`config.mk`:
```
export PLATFORM = sky130hd
export DESIGN_NAME = slga_ctrl
export DESIGN_NICKNAME = d
export VERILOG_FILES = /design/src/sv/slga_pkg.sv /design/src/sv/slga_ctrl.sv
export SDC_FILE = /design/constraint.sdc
export NUM_CORES = 1
export LEC_CHECK = 0
export BUFFER_PORTS_ARGS = -buffer_cell sky130_fd_sc_hd__clkbuf_2
export CAP_MARGIN = 20
export CORE_AREA = 2 2 39 41
export DETAILED_ROUTE_END_ITERATION = 6
export DIE_AREA = 0 0 41 43
export SYNTH_ARGS = -nofsm -noshare
export SYNTH_HDL_FRONTEND = slang
export SYNTH_SLANG_ARGS = --single-unit
export TNS_END_PERCENT = 100
```
`constraint.sdc`:
```
create_clock -name i_clk -period 3.9 [get_ports i_clk]
set_input_delay 0.78 -clock i_clk [delete_from_list [all_inputs] [get_ports i_clk]]
set_output_delay 0.78 -clock i_clk [all_outputs]
set_load 0.01 [all_outputs]
```
`src/sv/slga_pkg.sv`:
```
// Package for the sorted link group aggregator.
// Holds the controller state type, the command and status structs and fixed widths.
// No dependencies.
package slga_pkg;

    localparam int OUT_ID_BITS = 48;
    localparam int CNT_BITS    = 32;
    localparam int SUM_BITS    = 64;
    localparam int SPAN_BITS   = 32;
    localparam int CFG_BITS    = 32;
    localparam int DIV_STEPS   = 64;
    localparam int STEP_BITS   = 7;

    typedef enum logic [3:0] {
        S_IDLE,
        S_SQUARE,
        S_DECIDE,
        S_DIV,
        S_FIX,
        S_DIST,
        S_CHECK,
        S_EMIT_GRP,
        S_AFTER,
        S_MARK
    } t_state;

    typedef struct packed {
        logic latch_in;
        logic accumulate;
        logic load_group;
        logic clear_group;
        logic div_start;
        logic div_step;
        logic fix_avg;
        logic calc_dist;
        logic emit_group;
        logic emit_mark;
    } t_cmd;

    typedef struct packed {
        logic is_end;
        logic match;
        logic open;
        logic div_done;
        logic keep;
        logic out_free;
    } t_sts;

endpackage

```
`src/sv/slga_ctrl.sv`:
```
// Controller state machine of the sorted link group aggregator.
// Depends on slga_pkg; drives datapath commands from datapath status.
module slga_ctrl (
    input  logic           i_clk,
    input  logic           i_rst_n,
    input  logic           i_in_valid,
    output logic           o_in_ready,
    input  slga_pkg::t_sts i_sts,
    output slga_pkg::t_cmd o_cmd
);
    import slga_pkg::*;

    t_state r_state;
    t_state n_state;

    always_ff @(posedge i_clk) begin
        if (!i_rst_n) begin
            r_state <= S_IDLE;
        end else begin
            r_state <= n_state;
        end
    end

    always_comb begin
        n_state = r_state;
        unique case (r_state)
            S_IDLE: begin
                if (i_in_valid) n_state = S_SQUARE;
            end
            S_SQUARE: n_state = S_DECIDE;
            S_DECIDE: begin
                priority if (!i_sts.is_end && i_sts.match) n_state = S_IDLE;
                else if (i_sts.open) n_state = S_DIV;
                else n_state = S_AFTER;
            end
            S_DIV: begin
                if (i_sts.div_done) n_state = S_FIX;
            end
            S_FIX: n_state = S_DIST;
            S_DIST: n_state = S_CHECK;
            S_CHECK: n_state = i_sts.keep ? S_EMIT_GRP : S_AFTER;
            S_EMIT_GRP: begin
                if (i_sts.out_free) n_state = S_AFTER;
            end
            S_AFTER: n_state = i_sts.is_end ? S_MARK : S_IDLE;
            S_MARK: begin
                if (i_sts.out_free) n_state = S_IDLE;
            end
            default: n_state = S_IDLE;
        endcase
    end

    always_comb begin
        o_cmd      = '0;
        o_in_ready = 1'b0;
        unique case (r_state)
            S_IDLE: begin
                o_in_ready     = 1'b1;
                o_cmd.latch_in = i_in_valid;
            end
            S_SQUARE: ;
            S_DECIDE: begin
                o_cmd.accumulate = !i_sts.is_end && i_sts.match;
                o_cmd.div_start  = !(!i_sts.is_end && i_sts.match) && i_sts.open;
            end
            S_DIV: o_cmd.div_step = !i_sts.div_done;
            S_FIX: o_cmd.fix_avg = 1'b1;
            S_DIST: o_cmd.calc_dist = 1'b1;
            S_CHECK: ;
            S_EMIT_GRP: o_cmd.emit_group = i_sts.out_free;
            S_AFTER: o_cmd.load_group = !i_sts.is_end;
            S_MARK: begin
                o_cmd.emit_mark   = i_sts.out_free;
                o_cmd.clear_group = i_sts.out_free;
            end
            default: ;
        endcase
    end

`ifndef SYNTHESIS
    a_one_emit: assert property (@(posedge i_clk) disable iff (!i_rst_n)
        !(o_cmd.emit_group && o_cmd.emit_mark))
        else $error("group and marker emitted together");
    a_accept_idle: assert property (@(posedge i_clk) disable iff (!i_rst_n)
        o_cmd.latch_in |=> r_state == S_SQUARE)
        else $error("accepted item not processed");
    a_div_leads_fix: assert property (@(posedge i_clk) disable iff (!i_rst_n)
        (r_state == S_DIV && i_sts.div_done) |=> o_cmd.fix_avg)
        else $error("division result skipped");
`endif

endmodule

```
# Yosys cells after proc, flatten, opt, wreduce, memory -nomap -nowiden
# Cells that the tools add are included.
# W data, S select, Z words.
# totals
register_bits	4
mem_count	0
romBits	0
inputBits	9
output_inout_bits	11
latchBits	0
ram_bits	0
# classes
n_reduce_logical	7
eq_ne	13
shift	0
muxes	19
n_addsub	0
n_lt_le_gt_ge	0
multipliers	0
n_bitwise	0
div_mod_pow	0
# op_table
cell	n
$pmux W4 S10	1
$mux W4	8
$eq A4 B3 Y1 const B	4
$mux W1	10
$eq A4 B2 Y1 const B	2
$eq A4 B4 Y1 const B	2
$ne A2 B2 Y1 const B	4
$eq A4 B1 Y1 const B	1
$logic_not A4 Y1	1
$reduce_and A4 Y1	1
$logic_not A1 Y1	3
$logic_and A1 B1 Y1	2

# Longest topological paths before layout
# logic_depth
word_depth	5
mapped_depth	6
depth_no_buf	5

# Worst setup path before layout
# OpenSTA, ideal clock, no wires.
# synth_timing
path_type	register to output
start	reg r_state[1]
end	out o_cmd[9] (netlist bit)
t_arrival_ns	1.232
t_required_ns	3.120
path_stages_with_launch	4
path_slack_ns	1.888
cell_sequence	dfxtp_1 buf_2 nor4_1 and2_1
# synth_rtl
item	line	rtl
start: declaration	slga_ctrl.sv:13	t_state r_state;
start signal: assignment	slga_ctrl.sv:20	r_state <= n_state;
end: declaration	slga_ctrl.sv:9	output slga_pkg::t_cmd o_cmd

==> run_results.csv <==
group,metric,value,unit
power,irDropWorstVdd,0.169,mV
route,antenna_left,0,
critical_path,worstReg2RegStart,"r_state[0]",
clock_network,clk_latency,230,ps
die,overall_die_area,1760,um2
final_layout,antennaDiodeCount,0,
route,drt_iter0_drc,7,
critical_path,path_cells,"nor4b_4, and3_2, clkbuf_2",
critical_path,setup.worst_path.start,"r_state[1]",
sta,period_share,59.2,%
grt,groute.usage.overall,13.8,%
sta,final_sum_of_negative_setup_slack,0,ps
outcome,outcome,"finished clean",
sta,max_slew_headroom,67.3,%
clock_network,postCtsSetupBuffers,0,
synthesis,synth.lib_cells_used.distinct,33,
clock_network,cts.reportedPaths.clkPinSlew,40,ps
placement,gp_congestion,0.681,
critical_path,critPathRequiredTime,3120,ps
synthesis,syn-num-nets,72,
sta,rsz0062_at_grt,"false",
grt,maximum_number_of_pins_on_one_net_before_global_route_repair,17,
critical_path,r2r_setup_slack,2340,ps
grt,grt_antenna_before_repair,0,
synthesis,synth-seq-cells,4,
critical_path,end_kind,"primary output",
clock_network,cts_resized,0,
critical_path,crit_buf_inv,1,
final_layout,largest_register_ff_count,4,
critical_path,reg2regPathDepth,5,
sta,worst_slew_pin_slew,490,ps
grt,grt_pass1_wl,1680,um
placement,io_buffers,19,
worst_hold_path,worstHoldPathType,"reg -> reg",
die,core,1380,um2
die,floorplan.die.height,43,um
clock_network,ctsRootBufferMaster,"clkbuf_4",
route,drt-wirelength-per-cell,10.3,um
critical_path,worst_path_max_delay_cell,"dfxtp_1",
clock_network,cts_tree,"yes",
synthesis,yosysTopAreaCell,"dfxtp_1",
critical_path,setup.worst_path.class,"reg -> out",
critical_path,highest_fanout_seen_on_the_critical_path,16,
final_layout,nets,91,
critical_path,crit_path_max_incr_delay,600,ps
sta,fin_worst_skew,0.141,ps
route,vias,483,
sta,finalMaxSlewViolations,0,
clock_network,cts_max_path_buffers,2,
placement,detailed_place_hpwl,763,um
final_layout,layout-area-overhead-vs-synth,20.7,%
sta,report.final.setup_viol,0,
grt,grt.overflow.total,0,
critical_path,rr_endpoint,"r_state[0]",
synthesis,post_synth_main_area_contributors,"dfxtp_1 17%, nor2_1 5.6%, and2_1 5.3%",
synthesis,avgSynthCellArea,7.47,um2
grt,first_global_vias,405,
critical_path,worstSetupStartpointType,"register",
die,rows,14,
critical_path,cp_top_family,"flip-flops",
route,wirelength,993,um
synthesis,synthesis.area,470,um2
synthesis,yosys_warnings,0,
power,power.density,366,nW/um2
sta,maxClockFrequency,0.433,GHz
run,max_cap_viol_count,0,
clock_network,cts.hold.buffers_added,0,
critical_path,critical_path_cell_count,3,
final_layout,nFillCells,157,
route,post-route-drc-count,0,
clock_network,h_tree_level_count,1,
critical_path,cp_data_arrival_time,1530,ps
final_layout,largestRegisters,"r_state: 4 flops",
die,boundaryPins,20,
power,power.static_leakage,0.262,nW
critical_path,endpoint,"o_cmd[5]",
route,drt-vias-per-instance,5.03,
route,drt_pass1_iterations,3,
die,fp.dieW,41,um
clock_network,clock_sink_count,4,
sta,final.min_clock_period,2310,ps
placement,post_dp_cell_area,546,um2
sta,final_hold_viol_count,0,
synthesis,yosysTopAreaCellShare,17.0,%
clock_network,cts_buffers,3,
synthesis,netlist_instances,63,
final_layout,final_design_area_no_fill,568,um2
die,initial_core_util,34.0,%
synthesis,synth.yosys.seq_area_share,17.0,%
final_layout,share_of_final_layout_standard_cells_stronger_than_drive_strength_1,33.8,%
final_layout,regMostFlops,"r_state",
cell usage in the layout (no fill, tap or decap), types with 2 or more instances in the layout:
| cell type | n |
|---|---|
| o21a_1 | 2 |
| o21ai_0 | 3 |
| nand2_1 | 3 |
| nor3_1 | 5 |
| inv_1 | 3 |
| dfxtp_1 | 4 |
| nor2b_1 | 2 |
| clkbuf_2 | 19 |
| nand2b_1 | 2 |
| clkbuf_4 | 3 |
| nand3b_1 | 2 |
| a21oi_1 | 2 |
| nor2_1 | 7 |
| and3b_1 | 2 |
| and2_1 | 4 |
worst register-to-register path, delay by kind of cell, from the launching register on:
kind | cells | cell delay [ps]
compound gates | 2 | 340
simple gates | 3 | 510
flops | 1 | 610
kinds of logic (layout without fill, tap and decap cells):
group | after synthesis | after routing | share of synthesized area, %
AND/OR/NAND/NOR | 34 | 34 | 45.5
AO/OA/AOI/OAI | 16 | 16 | 24.5
buffers and inverters | 8 | 25 | 10.9
flip-flops | 4 | 4 | 17.0
multiplexers | 1 | 1 | 2.13
cell usage after synthesis:
library cell / number
o21ai_1: 1
and3_2: 1
buf_6: 2
nand2_1: 3
a221oi_1: 1
a22oi_1: 1
inv_1: 3
nor4_1: 1
and2_1: 4
and2b_1: 1
o21ai_2: 1
nor4b_4: 1
o211ai_2: 1
a31oi_1: 1
or2b_1: 1
o22ai_1: 1
buf_4: 1
o2bb2ai_1: 1
mux2i_1: 1
and3b_1: 2
nand3b_1: 2
nor3_1: 5
nor2_1: 7
nand2b_1: 2
o21ai_0: 3
o221a_1: 1
nor3_2: 1
o21a_1: 2
dfxtp_1: 4
a21oi_1: 2
and3_1: 1
nor2b_1: 2
buf_2: 2
report_power, final:
part / internal, mW / total, mW / switching [mW]
clock network: 0.0344 / 0.0504 / 0.0160
registers: 0.0475 / 0.0718 / 0.0243
logic: 0.0444 / 0.0856 / 0.0411
total: 0.126 / 0.208 / 0.0814
layout make-up:
class / instances / area (um2) / area share [%]
Clock buffer: 3 / 22.5 / 3.96
Inverter: 3 / 11.3 / 1.98
Multi-Input combinational cell: 51 / 339 / 59.7
Sequential cell: 4 / 80.1 / 14.1
Tap cell: 16 / 20.0 / 3.52
Timing Repair Buffer: 19 / 95.1 / 16.7
worst min-delay path by stage:
stage	endpoint	slack, ps	start	cells past startpoint
finish	r_state[1]	760	r_state[3]	2
global route	r_state[1]	800	i_rst_n	2
CTS	r_state[1]	770	r_state[3]	2
detailed placement	r_state[1]	770	r_state[3]	2
global placement	r_state[1]	770	r_state[3]	2
floorplan	r_state[1]	690	r_state[3]	3
metal layers:
layer,up-vias,GRT usage (%),part of all wire [%]
li1,262,-,-
met1,213,19.4,48
met2,8,18.4,49
met3,0,4.71,3.4
met4,0,6.00,0
met5,-,0,0
stage by stage:
| step | cells | setup WS [ps] | total power [mW] | utilization (%) | hold slack, ps |
|---|---|---|---|---|---|
| 6_report | 96 | 1590 | 0.208 | 41.0 | 763 |
| 5_1_grt | 96 | 1450 | 0.228 | 41.0 | 803 |
| 4_1_cts | 96 | 1560 | 0.213 | 41.0 | 770 |
| 3_5_place_dp | 93 | 1750 | 0.159 | 39.4 | 766 |
| 3_3_place_gp | 93 | 1760 | 0.160 | 39.4 | 767 |
| 2_1_floorplan | 63 | 1890 | 0.140 | - | 690 |
Note: power is estimated with default switching activity, not from simulation.
